[src/lmd_pkg.sv]
`timescale 1ns / 1ps
// ----------------------------------------------------------------------------
// lmd_pkg
// Shared codes, register map and item types for the line message deframer.
// ----------------------------------------------------------------------------
package lmd_pkg;

   // request codes
   localparam logic [1:0] REQ_OPEN  = 2'd0;
   localparam logic [1:0] REQ_DATA  = 2'd1;
   localparam logic [1:0] REQ_CLOSE = 2'd2;

   // result status codes
   localparam logic [1:0] ST_IDLE  = 2'd0;
   localparam logic [1:0] ST_BUSY  = 2'd1;
   localparam logic [1:0] ST_DONE  = 2'd2;
   localparam logic [1:0] ST_ERROR = 2'd3;

   // register indexes (byte address / 4)
   localparam logic [1:0] REG_START_MARKER = 2'd0;
   localparam logic [1:0] REG_LINE_LIMIT   = 2'd1;
   localparam logic [1:0] REG_BYTE_LIMIT   = 2'd2;
   localparam logic [1:0] REG_CHAR_LIMIT   = 2'd3;

   localparam int unsigned ADDR_W = 4;
   localparam int unsigned DATA_W = 32;

   localparam logic [7:0] START_MARKER_RST = 8'd1;
   localparam logic [7:0] LINE_LIMIT_RST   = 8'd16;
   localparam logic [7:0] BYTE_LIMIT_RST   = 8'd255;
   localparam logic [7:0] CHAR_LIMIT_RST   = 8'd255;

   // allowed range of the next UTF-8 continuation byte
   typedef enum logic [2:0] {
      RNG_ANY  = 3'd0,
      RNG_A0BF = 3'd1,
      RNG_809F = 3'd2,
      RNG_90BF = 3'd3,
      RNG_808F = 3'd4
   } rng_type;

   typedef struct packed {
      logic [7:0] start_marker;
      logic [7:0] line_limit;
      logic [7:0] byte_limit;
      logic [7:0] char_limit;
   } cfg_type;

   typedef struct packed {
      logic [1:0] req_type;
      logic [7:0] data_byte;
   } item_type;

   typedef struct packed {
      logic [1:0] status;
      logic       payload_valid;
      logic [7:0] payload_byte;
      logic [7:0] line_index;
      logic       line_last;
   } result_type;

   typedef struct packed {
      logic       ok;
      logic [1:0] cont_left;
      rng_type    cont_range;
      logic [7:0] chars_seen;
   } utf8_res_type;

endpackage

[src/lmd_req_if.sv]
`timescale 1ns / 1ps
// ----------------------------------------------------------------------------
// lmd_req_if
// Input channel: connection events and received bytes.
// ----------------------------------------------------------------------------
interface lmd_req_if;
   logic       valid;
   logic       ready;
   logic [1:0] req_type;
   logic [7:0] data_byte;

   modport source (output valid, output req_type, output data_byte, input ready);
   modport sink   (input valid, input req_type, input data_byte, output ready);
endinterface

[src/lmd_rsp_if.sv]
`timescale 1ns / 1ps
// ----------------------------------------------------------------------------
// lmd_rsp_if
// Result channel: status and payload byte with its line index.
// ----------------------------------------------------------------------------
interface lmd_rsp_if;
   logic       valid;
   logic       ready;
   logic [1:0] status;
   logic       payload_valid;
   logic [7:0] payload_byte;
   logic [7:0] line_index;
   logic       line_last;

   modport source (output valid, output status, output payload_valid, output payload_byte,
                   output line_index, output line_last, input ready);
   modport sink   (input valid, input status, input payload_valid, input payload_byte,
                   input line_index, input line_last, output ready);
endinterface

[src/lmd_csr.sv]
`timescale 1ns / 1ps
// ----------------------------------------------------------------------------
// lmd_csr
// APB-style register bank holding the start marker and the three limit registers.
// ----------------------------------------------------------------------------
module lmd_csr (
   input  logic                          clock,
   input  logic                          reset,
   input  logic                          psel,
   input  logic                          penable,
   input  logic                          pwrite,
   input  logic [lmd_pkg::ADDR_W-1:0]    paddr,
   input  logic [lmd_pkg::DATA_W-1:0]    pwdata,
   output logic [lmd_pkg::DATA_W-1:0]    prdata,
   output logic                          pready,
   output lmd_pkg::cfg_type              cfg
);

   lmd_pkg::cfg_type cfg_ff, cfg_in;
   logic [1:0]       reg_idx;
   logic             wr_en;

   assign reg_idx = paddr[3:2];
   assign wr_en   = psel && penable && pwrite;
   assign pready  = 1'b1;

   always_comb begin
      cfg_in = cfg_ff;
      if (wr_en) begin
         unique case (reg_idx)
            lmd_pkg::REG_START_MARKER: cfg_in.start_marker = pwdata[7:0];
            lmd_pkg::REG_LINE_LIMIT:   cfg_in.line_limit   = pwdata[7:0];
            lmd_pkg::REG_BYTE_LIMIT:   cfg_in.byte_limit   = pwdata[7:0];
            lmd_pkg::REG_CHAR_LIMIT:   cfg_in.char_limit   = pwdata[7:0];
            default:                   cfg_in = cfg_ff;
         endcase
      end
   end

   always_comb begin
      prdata = '0;
      unique case (reg_idx)
         lmd_pkg::REG_START_MARKER: prdata[7:0] = cfg_ff.start_marker;
         lmd_pkg::REG_LINE_LIMIT:   prdata[7:0] = cfg_ff.line_limit;
         lmd_pkg::REG_BYTE_LIMIT:   prdata[7:0] = cfg_ff.byte_limit;
         lmd_pkg::REG_CHAR_LIMIT:   prdata[7:0] = cfg_ff.char_limit;
         default:                   prdata = '0;
      endcase
   end

   always_ff @(posedge clock) begin
      if (reset) begin
         cfg_ff.start_marker <= lmd_pkg::START_MARKER_RST;
         cfg_ff.line_limit   <= lmd_pkg::LINE_LIMIT_RST;
         cfg_ff.byte_limit   <= lmd_pkg::BYTE_LIMIT_RST;
         cfg_ff.char_limit   <= lmd_pkg::CHAR_LIMIT_RST;
      end else begin
         cfg_ff <= cfg_in;
      end
   end

   assign cfg = cfg_ff;

endmodule

[src/lmd_utf8.sv]
`timescale 1ns / 1ps
// ----------------------------------------------------------------------------
// lmd_utf8
// Strict UTF-8 check of one line byte, with character count against limit.
// ----------------------------------------------------------------------------
module lmd_utf8 (
   input  logic [7:0]            data_byte,
   input  logic [1:0]            cont_left,
   input  lmd_pkg::rng_type      cont_range,
   input  logic [7:0]            chars_seen,
   input  logic [7:0]            char_limit,
   output lmd_pkg::utf8_res_type res
);

   logic cont_ok;
   logic lead_ok;

   always_comb begin
      case (cont_range)
         lmd_pkg::RNG_A0BF: cont_ok = (data_byte >= 8'hA0) && (data_byte <= 8'hBF);
         lmd_pkg::RNG_809F: cont_ok = (data_byte >= 8'h80) && (data_byte <= 8'h9F);
         lmd_pkg::RNG_90BF: cont_ok = (data_byte >= 8'h90) && (data_byte <= 8'hBF);
         lmd_pkg::RNG_808F: cont_ok = (data_byte >= 8'h80) && (data_byte <= 8'h8F);
         default:           cont_ok = (data_byte >= 8'h80) && (data_byte <= 8'hBF);
      endcase
   end

   always_comb begin
      res.ok         = 1'b0;
      res.cont_left  = 2'd0;
      res.cont_range = lmd_pkg::RNG_ANY;
      res.chars_seen = chars_seen;
      lead_ok        = 1'b1;
      if (cont_left != 2'd0) begin
         res.ok        = cont_ok;
         res.cont_left = cont_left - 2'd1;
      end else begin
         case (data_byte) inside
            8'h00:           lead_ok = 1'b0;   // NUL not allowed in a line
            [8'h01:8'h7F]:   res.cont_left = 2'd0;
            [8'hC2:8'hDF]:   res.cont_left = 2'd1;
            8'hE0: begin
               res.cont_left  = 2'd2;
               res.cont_range = lmd_pkg::RNG_A0BF;
            end
            8'hED: begin
               res.cont_left  = 2'd2;
               res.cont_range = lmd_pkg::RNG_809F;
            end
            [8'hE1:8'hEF]:   res.cont_left = 2'd2;
            8'hF0: begin
               res.cont_left  = 2'd3;
               res.cont_range = lmd_pkg::RNG_90BF;
            end
            [8'hF1:8'hF3]:   res.cont_left = 2'd3;
            8'hF4: begin
               res.cont_left  = 2'd3;
               res.cont_range = lmd_pkg::RNG_808F;
            end
            default:         lead_ok = 1'b0;
         endcase
         res.ok         = lead_ok && (chars_seen < char_limit);
         res.chars_seen = chars_seen + 8'd1;
      end
   end

endmodule

[src/lmd_core.sv]
`timescale 1ns / 1ps
// ----------------------------------------------------------------------------
// lmd_core
// Input register, message state machine and result register.
// ----------------------------------------------------------------------------
module lmd_core (
   input  logic                  clock,
   input  logic                  reset,
   input  lmd_pkg::cfg_type      cfg,
   input  logic                  req_valid,
   output logic                  req_ready,
   input  lmd_pkg::item_type     req_item,
   output logic                  rsp_valid,
   input  logic                  rsp_ready,
   output lmd_pkg::result_type   rsp_item
);

   typedef enum logic [8:0] {
      PH_IDLE  = 9'b000000001,
      PH_START = 9'b000000010,
      PH_COUNT = 9'b000000100,
      PH_LEN   = 9'b000001000,
      PH_BODY  = 9'b000010000,
      PH_TAIL0 = 9'b000100000,
      PH_TAIL1 = 9'b001000000,
      PH_CLOSE = 9'b010000000,
      PH_ERR   = 9'b100000000
   } phase_type;

   logic                 in_vld_ff, in_vld_in;
   lmd_pkg::item_type    in_item_ff;
   logic                 out_vld_ff, out_vld_in;
   lmd_pkg::result_type  out_item_ff, out_item_in;

   phase_type            phase_ff, phase_in;
   logic [7:0]           lines_ff, lines_in;
   logic [7:0]           cur_line_ff, cur_line_in;
   logic [7:0]           bytes_left_ff, bytes_left_in;
   logic [7:0]           chars_ff, chars_in;
   logic [1:0]           cont_left_ff, cont_left_in;
   lmd_pkg::rng_type     cont_range_ff, cont_range_in;

   logic                 advance;
   logic                 take;
   logic [7:0]           next_line;
   logic [7:0]           bytes_dec;
   lmd_pkg::utf8_res_type u8;

   assign advance   = in_vld_ff && (!out_vld_ff || rsp_ready);
   assign req_ready = !in_vld_ff || advance;
   assign take      = req_valid && req_ready;
   assign next_line = cur_line_ff + 8'd1;
   assign bytes_dec = bytes_left_ff - 8'd1;

   lmd_utf8 u_utf8 (
      .data_byte  (in_item_ff.data_byte),
      .cont_left  (cont_left_ff),
      .cont_range (cont_range_ff),
      .chars_seen (chars_ff),
      .char_limit (cfg.char_limit),
      .res        (u8)
   );

   always_comb begin
      logic       ok;
      logic [7:0] b;
      ok            = 1'b1;
      b             = in_item_ff.data_byte;
      phase_in      = phase_ff;
      lines_in      = lines_ff;
      cur_line_in   = cur_line_ff;
      bytes_left_in = bytes_left_ff;
      chars_in      = chars_ff;
      cont_left_in  = cont_left_ff;
      cont_range_in = cont_range_ff;
      out_item_in   = '0;

      case (in_item_ff.req_type)
         lmd_pkg::REQ_OPEN: begin
            phase_in           = PH_START;
            lines_in           = 8'd0;
            cur_line_in        = 8'd0;
            bytes_left_in      = 8'd0;
            chars_in           = 8'd0;
            cont_left_in       = 2'd0;
            cont_range_in      = lmd_pkg::RNG_ANY;
            out_item_in.status = lmd_pkg::ST_BUSY;
         end
         lmd_pkg::REQ_CLOSE: begin
            if (phase_ff == PH_IDLE)       out_item_in.status = lmd_pkg::ST_IDLE;
            else if (phase_ff == PH_CLOSE) out_item_in.status = lmd_pkg::ST_DONE;
            else                           out_item_in.status = lmd_pkg::ST_ERROR;
            phase_in = PH_IDLE;
         end
         lmd_pkg::REQ_DATA: begin
            if (phase_ff == PH_IDLE) begin
               out_item_in.status = lmd_pkg::ST_IDLE;
            end else if (phase_ff == PH_ERR) begin
               out_item_in.status = lmd_pkg::ST_ERROR;
            end else begin
               unique case (phase_ff)
                  PH_START: begin
                     if (b != cfg.start_marker) ok = 1'b0;
                     else phase_in = PH_COUNT;
                  end
                  PH_COUNT: begin
                     if (b > cfg.line_limit) begin
                        ok = 1'b0;
                     end else begin
                        lines_in    = b;
                        cur_line_in = 8'd0;
                        phase_in    = (b == 8'd0) ? PH_TAIL0 : PH_LEN;
                     end
                  end
                  PH_LEN: begin
                     if (b > cfg.byte_limit) begin
                        ok = 1'b0;
                     end else begin
                        bytes_left_in = b;
                        chars_in      = 8'd0;
                        cont_left_in  = 2'd0;
                        cont_range_in = lmd_pkg::RNG_ANY;
                        if (b == 8'd0) begin
                           // empty line: straight on to the next one
                           cur_line_in = next_line;
                           phase_in    = (next_line == lines_ff) ? PH_TAIL0 : PH_LEN;
                        end else begin
                           phase_in = PH_BODY;
                        end
                     end
                  end
                  PH_BODY: begin
                     if (!u8.ok) begin
                        ok = 1'b0;
                     end else if (bytes_dec == 8'd0 && u8.cont_left != 2'd0) begin
                        ok = 1'b0;   // line ends inside a character
                     end else begin
                        bytes_left_in            = bytes_dec;
                        chars_in                 = u8.chars_seen;
                        cont_left_in             = u8.cont_left;
                        cont_range_in            = u8.cont_range;
                        out_item_in.payload_valid = 1'b1;
                        out_item_in.payload_byte  = b;
                        out_item_in.line_index    = cur_line_ff;
                        if (bytes_dec == 8'd0) begin
                           out_item_in.line_last = 1'b1;
                           cur_line_in           = next_line;
                           phase_in = (next_line == lines_ff) ? PH_TAIL0 : PH_LEN;
                        end
                     end
                  end
                  PH_TAIL0: begin
                     if (b != 8'd0) ok = 1'b0;
                     else phase_in = PH_TAIL1;
                  end
                  PH_TAIL1: begin
                     if (b != 8'd0) ok = 1'b0;
                     else phase_in = PH_CLOSE;
                  end
                  default: ok = 1'b0;   // data where close was due
               endcase
               if (ok) begin
                  out_item_in.status = lmd_pkg::ST_BUSY;
               end else begin
                  phase_in           = PH_ERR;
                  out_item_in        = '0;
                  out_item_in.status = lmd_pkg::ST_ERROR;
               end
            end
         end
         default: begin
            if (phase_ff == PH_IDLE)     out_item_in.status = lmd_pkg::ST_IDLE;
            else if (phase_ff == PH_ERR) out_item_in.status = lmd_pkg::ST_ERROR;
            else                         out_item_in.status = lmd_pkg::ST_BUSY;
         end
      endcase
   end

   always_comb begin
      if (take)         in_vld_in = 1'b1;
      else if (advance) in_vld_in = 1'b0;
      else              in_vld_in = in_vld_ff;
      if (advance)        out_vld_in = 1'b1;
      else if (rsp_ready) out_vld_in = 1'b0;
      else                out_vld_in = out_vld_ff;
   end

   always_ff @(posedge clock) begin
      if (reset) begin
         in_vld_ff     <= 1'b0;
         out_vld_ff    <= 1'b0;
         phase_ff      <= PH_IDLE;
         lines_ff      <= 8'd0;
         cur_line_ff   <= 8'd0;
         bytes_left_ff <= 8'd0;
         chars_ff      <= 8'd0;
         cont_left_ff  <= 2'd0;
         cont_range_ff <= lmd_pkg::RNG_ANY;
      end else begin
         in_vld_ff  <= in_vld_in;
         out_vld_ff <= out_vld_in;
         if (advance) begin
            phase_ff      <= phase_in;
            lines_ff      <= lines_in;
            cur_line_ff   <= cur_line_in;
            bytes_left_ff <= bytes_left_in;
            chars_ff      <= chars_in;
            cont_left_ff  <= cont_left_in;
            cont_range_ff <= cont_range_in;
         end
      end
   end

   always_ff @(posedge clock) begin
      if (take)    in_item_ff  <= req_item;
      if (advance) out_item_ff <= out_item_in;
   end

   assign rsp_valid = out_vld_ff;
   assign rsp_item  = out_item_ff;

endmodule

[src/line_message_deframer_top.sv]
`timescale 1ns / 1ps
// ----------------------------------------------------------------------------
// line_message_deframer_top
// Deframes one connection's byte stream into checked UTF-8 lines.
// ----------------------------------------------------------------------------
// Usage:
//   req_chan carries connection events (open, data byte, close); every item
//   gives exactly one item on rsp_chan with a status and, for line bytes,
//   the byte, its line index and an end-of-line flag.
//   Status 2 on the close item is the only confirmation of a message; bytes
//   passed out before an error must be dropped downstream.
//   An accepted item is held in the input register, processed from there, and
//   its result is written to the result register that drives rsp_chan.
//   Throughput: one item per cycle while rsp_chan.ready stays high; the message
//   state updates in a single registered step per byte.
//   Stalls: the result register holds while rsp_chan.ready is low, and the
//   input register still takes one more item before req_chan.ready drops.
//   Reset: both channels empty, the parser idle, registers at their defaults
//   (start marker 1, line limit 16, byte and char limits 255).
//   Registers sit at byte addresses 0, 4, 8 and 12; the user must write them only
//   while no item is in flight, as the block itself does not enforce this.
// ----------------------------------------------------------------------------
module line_message_deframer_top (
   input  logic                        clock,
   input  logic                        reset,
   lmd_req_if.sink                     req_chan,
   lmd_rsp_if.source                   rsp_chan,
   input  logic                        psel,
   input  logic                        penable,
   input  logic                        pwrite,
   input  logic [lmd_pkg::ADDR_W-1:0]  paddr,
   input  logic [lmd_pkg::DATA_W-1:0]  pwdata,
   output logic [lmd_pkg::DATA_W-1:0]  prdata,
   output logic                        pready
);

   lmd_pkg::cfg_type    cfg;
   lmd_pkg::item_type   req_item;
   lmd_pkg::result_type rsp_item;

   assign req_item.req_type  = req_chan.req_type;
   assign req_item.data_byte = req_chan.data_byte;

   lmd_csr u_csr (
      .clock   (clock),
      .reset   (reset),
      .psel    (psel),
      .penable (penable),
      .pwrite  (pwrite),
      .paddr   (paddr),
      .pwdata  (pwdata),
      .prdata  (prdata),
      .pready  (pready),
      .cfg     (cfg)
   );

   lmd_core u_core (
      .clock     (clock),
      .reset     (reset),
      .cfg       (cfg),
      .req_valid (req_chan.valid),
      .req_ready (req_chan.ready),
      .req_item  (req_item),
      .rsp_valid (rsp_chan.valid),
      .rsp_ready (rsp_chan.ready),
      .rsp_item  (rsp_item)
   );

   assign rsp_chan.status        = rsp_item.status;
   assign rsp_chan.payload_valid = rsp_item.payload_valid;
   assign rsp_chan.payload_byte  = rsp_item.payload_byte;
   assign rsp_chan.line_index    = rsp_item.line_index;
   assign rsp_chan.line_last     = rsp_item.line_last;

endmodule

[src/flat_wrapper.sv]
// flat-port wrapper written by rule: the top's interface ports become plain ports
module line_message_deframer_top_flat 
  (clock, reset, psel, penable, pwrite, paddr, pwdata, prdata, pready, req_chan_valid, req_chan_req_type, req_chan_data_byte, req_chan_ready, rsp_chan_valid, rsp_chan_status, rsp_chan_payload_valid, rsp_chan_payload_byte, rsp_chan_line_index, rsp_chan_line_last, rsp_chan_ready);
  lmd_req_if req_chan_i ();
  lmd_rsp_if rsp_chan_i ();
  input  logic clock;
  input  logic reset;
  input  logic psel;
  input  logic penable;
  input  logic pwrite;
  input  logic [lmd_pkg::ADDR_W-1:0] paddr;
  input  logic [lmd_pkg::DATA_W-1:0] pwdata;
  output logic [lmd_pkg::DATA_W-1:0] prdata;
  output logic pready;
  input wire logic [$bits(req_chan_i.valid)-1:0] req_chan_valid;
  input wire logic [$bits(req_chan_i.req_type)-1:0] req_chan_req_type;
  input wire logic [$bits(req_chan_i.data_byte)-1:0] req_chan_data_byte;
  output wire logic [$bits(req_chan_i.ready)-1:0] req_chan_ready;
  output wire logic [$bits(rsp_chan_i.valid)-1:0] rsp_chan_valid;
  output wire logic [$bits(rsp_chan_i.status)-1:0] rsp_chan_status;
  output wire logic [$bits(rsp_chan_i.payload_valid)-1:0] rsp_chan_payload_valid;
  output wire logic [$bits(rsp_chan_i.payload_byte)-1:0] rsp_chan_payload_byte;
  output wire logic [$bits(rsp_chan_i.line_index)-1:0] rsp_chan_line_index;
  output wire logic [$bits(rsp_chan_i.line_last)-1:0] rsp_chan_line_last;
  input wire logic [$bits(rsp_chan_i.ready)-1:0] rsp_chan_ready;
  assign req_chan_i.valid = req_chan_valid;
  assign req_chan_i.req_type = req_chan_req_type;
  assign req_chan_i.data_byte = req_chan_data_byte;
  assign req_chan_ready = req_chan_i.ready;
  assign rsp_chan_valid = rsp_chan_i.valid;
  assign rsp_chan_status = rsp_chan_i.status;
  assign rsp_chan_payload_valid = rsp_chan_i.payload_valid;
  assign rsp_chan_payload_byte = rsp_chan_i.payload_byte;
  assign rsp_chan_line_index = rsp_chan_i.line_index;
  assign rsp_chan_line_last = rsp_chan_i.line_last;
  assign rsp_chan_i.ready = rsp_chan_ready;
  line_message_deframer_top u_core (.clock(clock), .reset(reset), .req_chan(req_chan_i), .rsp_chan(rsp_chan_i), .psel(psel), .penable(penable), .pwrite(pwrite), .paddr(paddr), .pwdata(pwdata), .prdata(prdata), .pready(pready));
endmodule
[config.mk]
export PLATFORM = sky130hd
export DESIGN_NAME = line_message_deframer_top_flat
export DESIGN_NICKNAME = d
export VERILOG_FILES = /design/src/lmd_pkg.sv /design/src/lmd_req_if.sv /design/src/lmd_rsp_if.sv /design/src/lmd_csr.sv /design/src/lmd_utf8.sv /design/src/lmd_core.sv /design/src/line_message_deframer_top.sv /design/src/flat_wrapper.sv
export SDC_FILE = /design/constraint.sdc
export NUM_CORES = 1
export LEC_CHECK = 0
export ABC_AREA = 1
export BUFFER_PORTS_ARGS = -buffer_cell sky130_fd_sc_hd__buf_2
export CORE_MARGIN = 2
export CORE_UTILIZATION = 57
export CTS_CLUSTER_DIAMETER = 200
export DETAILED_ROUTE_END_ITERATION = 8
export MAX_ROUTING_LAYER = met4
export PLACE_DENSITY = 0.8
export RECOVER_POWER = 100
export SYNTH_ARGS = -nofsm -noshare
export SYNTH_HDL_FRONTEND = slang
export SYNTH_SLANG_ARGS = --single-unit
[constraint.sdc]
create_clock -name clock -period 3.25 [get_ports clock]
set_input_delay 0.8125 -clock clock [delete_from_list [all_inputs] [get_ports clock]]
set_output_delay 0.8125 -clock clock [all_outputs]
set_load 0.05 [all_outputs]
---- Word level (Yosys, flattened, before mapping) ----
Index checks and enable logic that the tools add are counted.
word-level totals
  flip-flop bits (word level) ............. 110
  bits of input ports ..................... 53
cells by class
  multiplexer cells ....................... 115
  order comparisons ....................... 17
  equality and inequality tests ........... 46
  add/subtract/negate cells ............... 4
  reduce and logical (&&, ||, !) cells .... 42
  bitwise logic cells ..................... 4
operators with widths
  kind                   count
  $mux W8                22
  $mux W9                11
  $pmux W8 S2            6
  $pmux W9 S6            1
  $ge A8 B8 Y1 const B   6
  $le A8 B8 Y1 const B   6
  $mux W3                15
  $mux W2                20
  $eq A8 B8 Y1 const B   4
  $ne A4 B4 Y1 const B   8
  $pmux W8 S4            1
  $pmux W9 S3            1
  $mux W1                25
  $pmux W8 S3            1
  $ne A3 B3 Y1 const B   7
  $mux W18               1
  $mux W6                3
  $add A8 B1 Y8 const B  2
  $gt A8 B8 Y1           2
  $logic_not A8 Y1       2
  $logic_and A1 B1 Y1    15
  $reduce_and A13 Y1     1
  $pmux W3 S2            2
  $mux W11               1
  45 further kinds       65

---- Logic depth before layout (Yosys ltp) ----
Gate-level depths: netlist of run 1.
  word-level depth ........................ 25
  gate-level depth with buffers ........... 20
  depth with buffers taken out ............ 20

---- Modules after synthesis ----
Synthesis of run 1 repeated with hierarchy kept, for this count alone.
second synthesis, totals
  cells, all modules ...................... 1,031
  area total of the unflattened synthesis .. 7,063.0 um^2
by module, submodules not included
  module    cells each  area each (um^2)  times used
  lmd_core  672         4,800.9           1
  lmd_csr   244         1,632.8           1
  lmd_utf8  115         629.4             1

---- Worst setup path before layout of run 1 ----
Ideal clock, no wire load.
  path type ............................... input to output
  from .................................... input paddr[3] in the netlist's numbering
  to ...................................... output prdata[1] in the netlist's numbering
  buffers on the path ..................... 0
  stages on the path ...................... 3
  required time ........................... 2.438 ns
  setup slack ............................. 0.152 ns
  arrival time ............................ 2.285 ns
  cells stage by stage .................... nor2_1 inv_1 o21ai_0
between the ends
  word-level cells in the longest chain between the ends .. 2
ends and longest elaborated chain
  what                                        RTL line            text
  from (decl)                                 flat_wrapper.sv:11  input logic [lmd_pkg::ADDR_W-1:0] paddr;
  $eq A2 B2 Y1, or another cell as far along  lmd_csr.sv:42       unique case (reg_idx)
  $pmux W8 S4 (*)                             lmd_csr.sv:42
  to (decl)                                   flat_wrapper.sv:13  output logic [lmd_pkg::DATA_W-1:0] prdata;
Every way passes the cells marked *; elsewhere a longest branch is shown, timed or not.

---- Worst setup path in the final report of run 1 ----
  from .................................... input paddr[2] in the netlist's numbering
  to ...................................... output prdata[0] in the netlist's numbering
Same word-level chain as after synthesis.

==> summary.txt, run 1 <==
Synthesis
  • Largest cells by area after synthesis: dfxtp_1, edfxtp_1, nand2_1
  • Post-synth EDFFs: 30
  • Post-synth top area share: 23.8%
  • Synth cell types: between 40 and 50
  • Area leader, netlist: dfxtp_1
  • Yosys reg bits: 110
  • Mean Syn Cell Area: a little over 7 um^2
  • Top_reg_cell synth: dfxtp_1
  • Mapped Area: between 6000 and 7000 um^2
  • Register area share after synthesis: between 30% and 40%
  • Post-Synthesis Cells: roughly 930
  • Async set-reset flop share out of synthesis: 0%
  • Synth Warn #: 0

Place
  • Post-DP HPWL: 11800 um
  • GPL Wtd Cong: 0.915
  • Number of port buffers: 56
  • Inst Count DP: 1115
  • Dpl ws: about 0.38 ns

STA
  • RSZ-0062 raised after global routing: false
  • Total Neg Setup Slack: 0 ns
  • Layout Skew: 0.0108 ns
  • Worst slew pin tran: 1.19 ns
  • Max-slew headroom: around 21%
  • Post-route minimum period: ~3.0 ns
  • Worst setup margin: between 0.2 and 0.3 ns
  • Fin. Hold Viols: 0
  • Tcrit/Tclk final: between 90 and 100%
  • Max Fclk: about 340 MHz
  • Slew Viols, Final: 0
  • Final setup viols: 0

Worst setup path
  • Crit path largest cell delay: around 0.5 ns
  • Critical path required time: 2.44 ns
  • Element type at the critical path start: input port
  • Worst setup EP type: output port
  • Crit-path cells: clkbuf_1 > inv_1 > nor2_1 > nand2_1 > o2111ai_1 > buf_1
  • Crit Path Category: input port to output port
  • Slowest library cell on the worst path: buf_1
  • Arrival @ worst endpoint: between 2 and 2.5 ns
  • CP top delay family: buffers and inverters
  • Largest fanout on the critical path: 9
  • Count of buffer and inverter cells on the critical path: 3

Floorplan
  • Die area: 12700 um^2
  • Core area: between 10000 and 15000 um^2
  • Chip height: between 100 and 150 um
  • Die X: 113 um
  • Initial Util: approximately three fifths
  • I/O Pins: 108
  • Cell Rows: 39

Global route
  • Total GRT Usage: between 20% and 30%
  • Vias in the first global route: between 5000 and 6000
  • First-pass GRT wire length: approximately 26000 um
  • Antenna violations before repair: 0
  • Total gr overflow: 0
  • Largest net degree at the start of global routing: 40

Layout
  • Fin cells: approximately 1100
  • Utilization after layout: between 60% and 70%
  • Multi-input logic area: ~3400 um^2
  • # fillers: 1051
  • FF+latch area: 2500 um^2
  • # nets final: roughly 1100
  • Share of cells above drive strength 1: between 10% and 20%
  • Leading cell type in the layout, fill and taps excluded: nand2_1
  • Commonest non-fill, non-tap cells in the layout: nand2_1, nor2_1, inv_1
  • Diodes inserted: 0
  • Area delta synth->final: 7.60%

Routing
  • Final ANT Viol Nets: 0
  • Via count: 6055
  • Routed wire length: about 16000 um
  • First drt pass iteration count: 7
  • Residual DRC: 0
  • Wire length per cell: roughly 14 um
  • Starting DRT DRC Count: 410
  • Vias per cell: approximately 5.4

Clocking
  • Clock Sinks: 110
  • CTS tree: done
  • CTS Buf Count: 9
  • Worst skew pair latency: 0.36 ns
  • Clock Tree Root: clkbuf_16
  • Post-CTS sizing: 0
  • Clk buf depth: 2
  • Post-CTS setup repair buffer count: 0
  • Cts hold-fix bufs: 0
  • CTS H-tree depth: 3
  • Clock transition at path regs: around 0.070 ns

Power
  • Total power: about 3200 uW
  • Leak: around 0.0033 uW
  • Pwr/cell area: around 450 nW/um^2
  • Max rail drop VDD: between 0.0004 and 0.0005 V

Hold path
  • Hold Crit Class: register to register

Outcome
  • Run status: finished clean

Job
  • Maxcap violations: 0
path summary, 6_finish.rpt:
check | cells after the start | slack, ns | startpoint | end
min | 2 | 0.47 | u_core.u_core.lines_ff[6]$_SDFFE_PP0P_ | u_core.u_core.lines_ff[6]$_SDFFE_PP0P_
max reg2reg | 12 | 0.33 | u_core.u_core.phase_ff[7]$_SDFFE_PP0P_ | u_core.u_core.chars_ff[7]$_SDFFE_PP0P_
min reg2reg | 2 | 0.47 | u_core.u_core.lines_ff[6]$_SDFFE_PP0P_ | u_core.u_core.lines_ff[6]$_SDFFE_PP0P_
max | 6 | 0.27 | paddr[2] | prdata[0]
tightest hold or removal path, cell delays in order (launching register included):
cell and delay, ns:
dfxtp_1 0.31, inv_1 0.06, a21oi_1 0.05
through the flow:
stage | hold WS (ns) | cell area, um^2
2_1_floorplan | 0.441 | 6800
3_3_place_gp | 0.458 | 6990
3_5_place_dp | 0.467 | 6990
4_1_cts | 0.477 | 7320
5_1_grt | 0.500 | 7230
6_report | 0.473 | 7230
per-layer routing:
metal / routed length [um] / vias up / global-route usage [%]
li1: - / 3084 / -
met1: 7340 / 2717 / 35.9
met2: 6760 / 227 / 38.3
met3: 1160 / 27 / 5.02
met4: 332 / 0 / 10.2
met5: 0 / - / -
power by group:
part	leakage, uW	total (uW)	switching (uW)	internal, uW
combinational	0.00221	512	383	128
sequential	0.000932	1510	50.9	1460
clock	0.000156	1200	506	699
flip-flops by register name, summed over array words and instances, names as in the netlist:
| signal | flops |
|---|---|
| u_core.u_core.in_vld_ff | 1 |
| u_core.u_core.phase_ff | 9 |
| u_core.u_core.cont_range_ff | 3 |
| u_core.u_core.cur_line_ff | 8 |
| u_core.u_csr.cfg | 32 |
| u_core.u_core.lines_ff | 8 |
| u_core.u_core.rsp_valid | 1 |
| u_core.u_core.cont_left_ff | 2 |
| u_core.u_core.in_item_ff | 10 |
| u_core.u_core.chars_ff | 8 |
| u_core.u_core.rsp_item | 20 |
| u_core.u_core.bytes_left_ff | 8 |
synth_stat cells, types with 2 or more instances:
cell type  count
o21ai_0       42
xnor2_1        7
nand4_1       13
clkbuf_1      11
inv_2         18
o21ai_2        2
ha_1          31
a21o_1         2
dfxtp_1       80
nor2_1       109
o211ai_1      16
nand2_4        2
o2111ai_1      6
nand3_2       13
nand2_1      224
a22o_1         2
a21oi_1       57
buf_6          4
nand3_1       45
conb_1         2
nor4_1         3
nor3_1         9
o22ai_1        4
nand2_2        8
nor2_2        12
inv_1        106
o21ai_1       16
edfxtp_1      30
a21oi_2        2
a22oi_1        2
xor2_1         5
and3_1         2
buf_4         31
buf_2          5
nor2_4         2
area by class of cell:
class	instances	area share [%]
inverter	126	6.58
sequential	110	34.6
clock buffer	11	3.36
clock inverter	5	1.13
timing repair buffer	66	4.14
multi-input combinational	670	47.7
tap	143	2.48
cells by family (layout without fill, tap and decap cells):
logic type / Yosys count / after routing / synth area share [%]
XOR/XNOR: 12 / 12 / 1.57
AND/OR/NAND/NOR: 447 / 447 / 29.8
buffers and inverters: 177 / 208 / 12.2
flip-flops: 110 / 110 / 37.3
AO/OA/AOI/OAI: 155 / 155 / 13.2
other: 2 / 25 / 0.112
adder cells (fa/ha/maj): 31 / 31 / 5.78
Power figures use the tool's default switching activity.
==> inputs of run 2 (changes only) <==
CORE_UTILIZATION = 59   (was 57)
CTS_BUF_LIST = sky130_fd_sc_hd__clkbuf_4   (was unset)
PLACE_DENSITY = 0.83   (was 0.8)
==> summary.txt, run 2 (same netlist as run 1, synthesis figures left out) <==
Outcome
  • Run status: finished clean (unchanged)

Global route
  • GR Util met2: 39.6% (was 38.3%)
  • Largest net degree at the start of global routing: 57 (was 40)
  • First-pass GRT wire length: 25700 um (was 26000 um)
  • Grt met1 use: 36.3% (was 35.9%)
  • GR peak layer: met2 (unchanged)
  • GR Util met3: 3.83% (was 5.02%)
  • Antenna violations before repair: 0 (unchanged)
  • Vias in the first global route: 5397 (was 5383)
  • Total gr overflow: 0 (unchanged)
  • Total GRT Usage: 26.3% (was 26.2%)

Routing
  • Final ANT Viol Nets: 0 (unchanged)
  • Residual DRC: 0 (unchanged)
  • First drt pass iteration count: 5 (was 7)
  • Via count: 6042 (was 6055)
  • Routed wire length: 15500 um (was 15600 um)
  • Vias per cell: 5.37 (was 5.35)
  • Wire length per cell: 13.8 um (about the same)
  • Starting DRT DRC Count: 472 (was 410)

Layout
  • Flip-flop count of the largest register after layout: 32 (unchanged)
  • Final Instance Area: 7020 um^2 (was 7230 um^2)
  • Fin cells: 1125 (was 1131)
  • # nets final: 1064 (was 1067)
  • Area delta synth->final: 4.55% (was 7.60%)
  • Commonest non-fill, non-tap cells in the layout: nand2_1, nor2_1, inv_1 (unchanged)
  • Diodes inserted: 0 (unchanged)
  • Leading cell type in the layout, fill and taps excluded: nand2_1 (unchanged)
  • Share of cells above drive strength 1: 9.85% (was 10.4%)

Place
  • Post-DP Area: 6970 um^2 (was 6990 um^2)
  • Number of port buffers: 56 (unchanged)
  • GPL Wtd Cong: 0.905 (was 0.915)
  • Inst Count DP: 1109 (was 1115)
  • Post-DP HPWL: 11700 um (was 11800 um)

Worst setup path
  • Critical path required time: 2.44 ns (about the same)
  • Crit-path cells: clkbuf_1 > inv_1 > nor2_1 > nand2_1 > o2111ai_1 > clkbuf_1 (was clkbuf_1 > inv_1 > nor2_1 > nand2_1 > o2111ai_1 > buf_1)
  • Crit Path Category: input port to output port (unchanged)
  • Crit path largest cell delay: 0.50 ns (about the same)
  • CP most frequent cell: clkbuf_1
  • Worst setup EP type: output port (unchanged)
  • Largest fanout on the critical path: 9 (unchanged)
  • Slowest library cell on the worst path: clkbuf_1 (was buf_1)
  • Element type at the critical path start: input port (unchanged)
  • Arrival @ worst endpoint: 2.17 ns (about the same)

STA
  • RSZ-0062 raised after global routing: false (unchanged)
  • Fin. Hold Viols: 0 (unchanged)
  • Total Neg Setup Slack: 0 ns (unchanged)
  • Post-route minimum period: 2.99 ns (was 2.98 ns)
  • Worst slew pin tran: 1.21 ns (was 1.19 ns)
  • Layout Skew: 0.0178 ns (was 0.0108 ns)
  • Slew Viols, Final: 0 (unchanged)
  • Max Fclk: 335 MHz (about the same)
  • Tcrit/Tclk final: 91.9% (was 91.7%)
  • Max-slew headroom: 19.5% (was 20.7%)
  • Final setup viols: 0 (unchanged)

Clocking
  • Post-CTS setup repair buffer count: 0 (unchanged)
  • Clk buf depth: 2 (unchanged)
  • CTS tree: done (unchanged)
  • CTS Buf Count: 9 (unchanged)
  • Post-CTS sizing: 0 (unchanged)
  • CTS H-tree depth: 3 (unchanged)
  • Clock Tree Root: clkbuf_4 (was clkbuf_16)
  • Clock transition at path regs: 0.16 ns (was 0.07 ns)
  • Clock Sinks: 110 (unchanged)
  • Cts hold-fix bufs: 0 (unchanged)
  • Worst skew pair latency: 0.50 ns (was 0.36 ns)

Floorplan
  • Chip height: 111 um (was 113 um)
  • Core area: 11000 um^2 (was 11500 um^2)
  • Die area: 12300 um^2 (was 12700 um^2)
  • Die X: 111 um (was 113 um)
  • I/O Pins: 108 (unchanged)
  • Cell Rows: 38 (was 39)
  • Initial Util: 61.1% (was 58.6%)

Power
  • Leak: 0.00324 uW (was 0.00330 uW)
  • Total power: 2740 uW (was 3230 uW)
  • Max rail drop VDD: 0.000280 V (was 0.000453 V)
  • Pwr/cell area: 390 nW/um^2 (was 447 nW/um^2)

Hold path
  • Hold Crit Class: input port to register (was register to register)

Job
  • Maxcap violations: 0 (unchanged)
-- run 2: cell count changes in the layout (fill, tap and decap cells not counted), sizes merged --
cell    previous run  this run
buf               29        27
bufinv             2         1
clkbuf            48        47
inv              126       127
-- run 2: cell type report --
type,instances,area [um^2]
Tap cell,140,175
Timing Repair Buffer,63,283
Fill cell,1011,3960
Clock buffer,11,82.6
Inverter,126,473
Multi-Input combinational cell,670,3450
Clock inverter,5,57.6
Sequential cell,110,2500
-- run 2: worst max-delay path, delay by kind of cell --
family          cells  cell delay, ns
buf+inv             3            0.69
simple gates        2            0.52
compound gates      1            0.14
-- run 2: per-stage QoR --
stage	setup WS [ns]	util, %	hold WS, ns
finish	0.263	63.9	0.472
global route	0.0661	63.9	0.458
global placement	0.459	63.4	0.457
detailed placement	0.421	63.4	0.469
CTS	0.455	64.7	0.453
floorplan	0.152	-	0.441
-- run 2: per-layer routing --
layer	share of wire (%)	up-vias	routed length, um
li1	-	3077	-
met1	47	2729	7280
met2	45	213	6910
met3	6.6	23	1020
met4	1.9	0	294
met5	0	-	0
-- run 2: worst paths after layout --
| check | start | to | slack (ns) | depth (start not counted) |
|---|---|---|---|---|
| setup reg to reg | u_core.u_core.phase_ff[0]$_SDFFE_PP1P_ | u_core.u_core.phase_ff[6]$_SDFFE_PP0P_ | 0.37 | 16 |
| hold / removal | req_chan_data_byte[1] | u_core.u_core.in_item_ff[1]$_DFFE_PP_ | 0.47 | 1 |
| setup / recovery | paddr[2] | prdata[4] | 0.26 | 6 |
| hold reg to reg | u_core.u_core.lines_ff[5]$_SDFFE_PP0P_ | u_core.u_core.lines_ff[5]$_SDFFE_PP0P_ | 0.48 | 2 |
-- run 2: power by group --
part	switching [uW]	leakage, uW	internal, uW	total, uW
logic	380	0.00223	127	507
clock network	462	0.0000778	254	716
registers	51.8	0.000932	1460	1510
total	894	0.00324	1840	2740
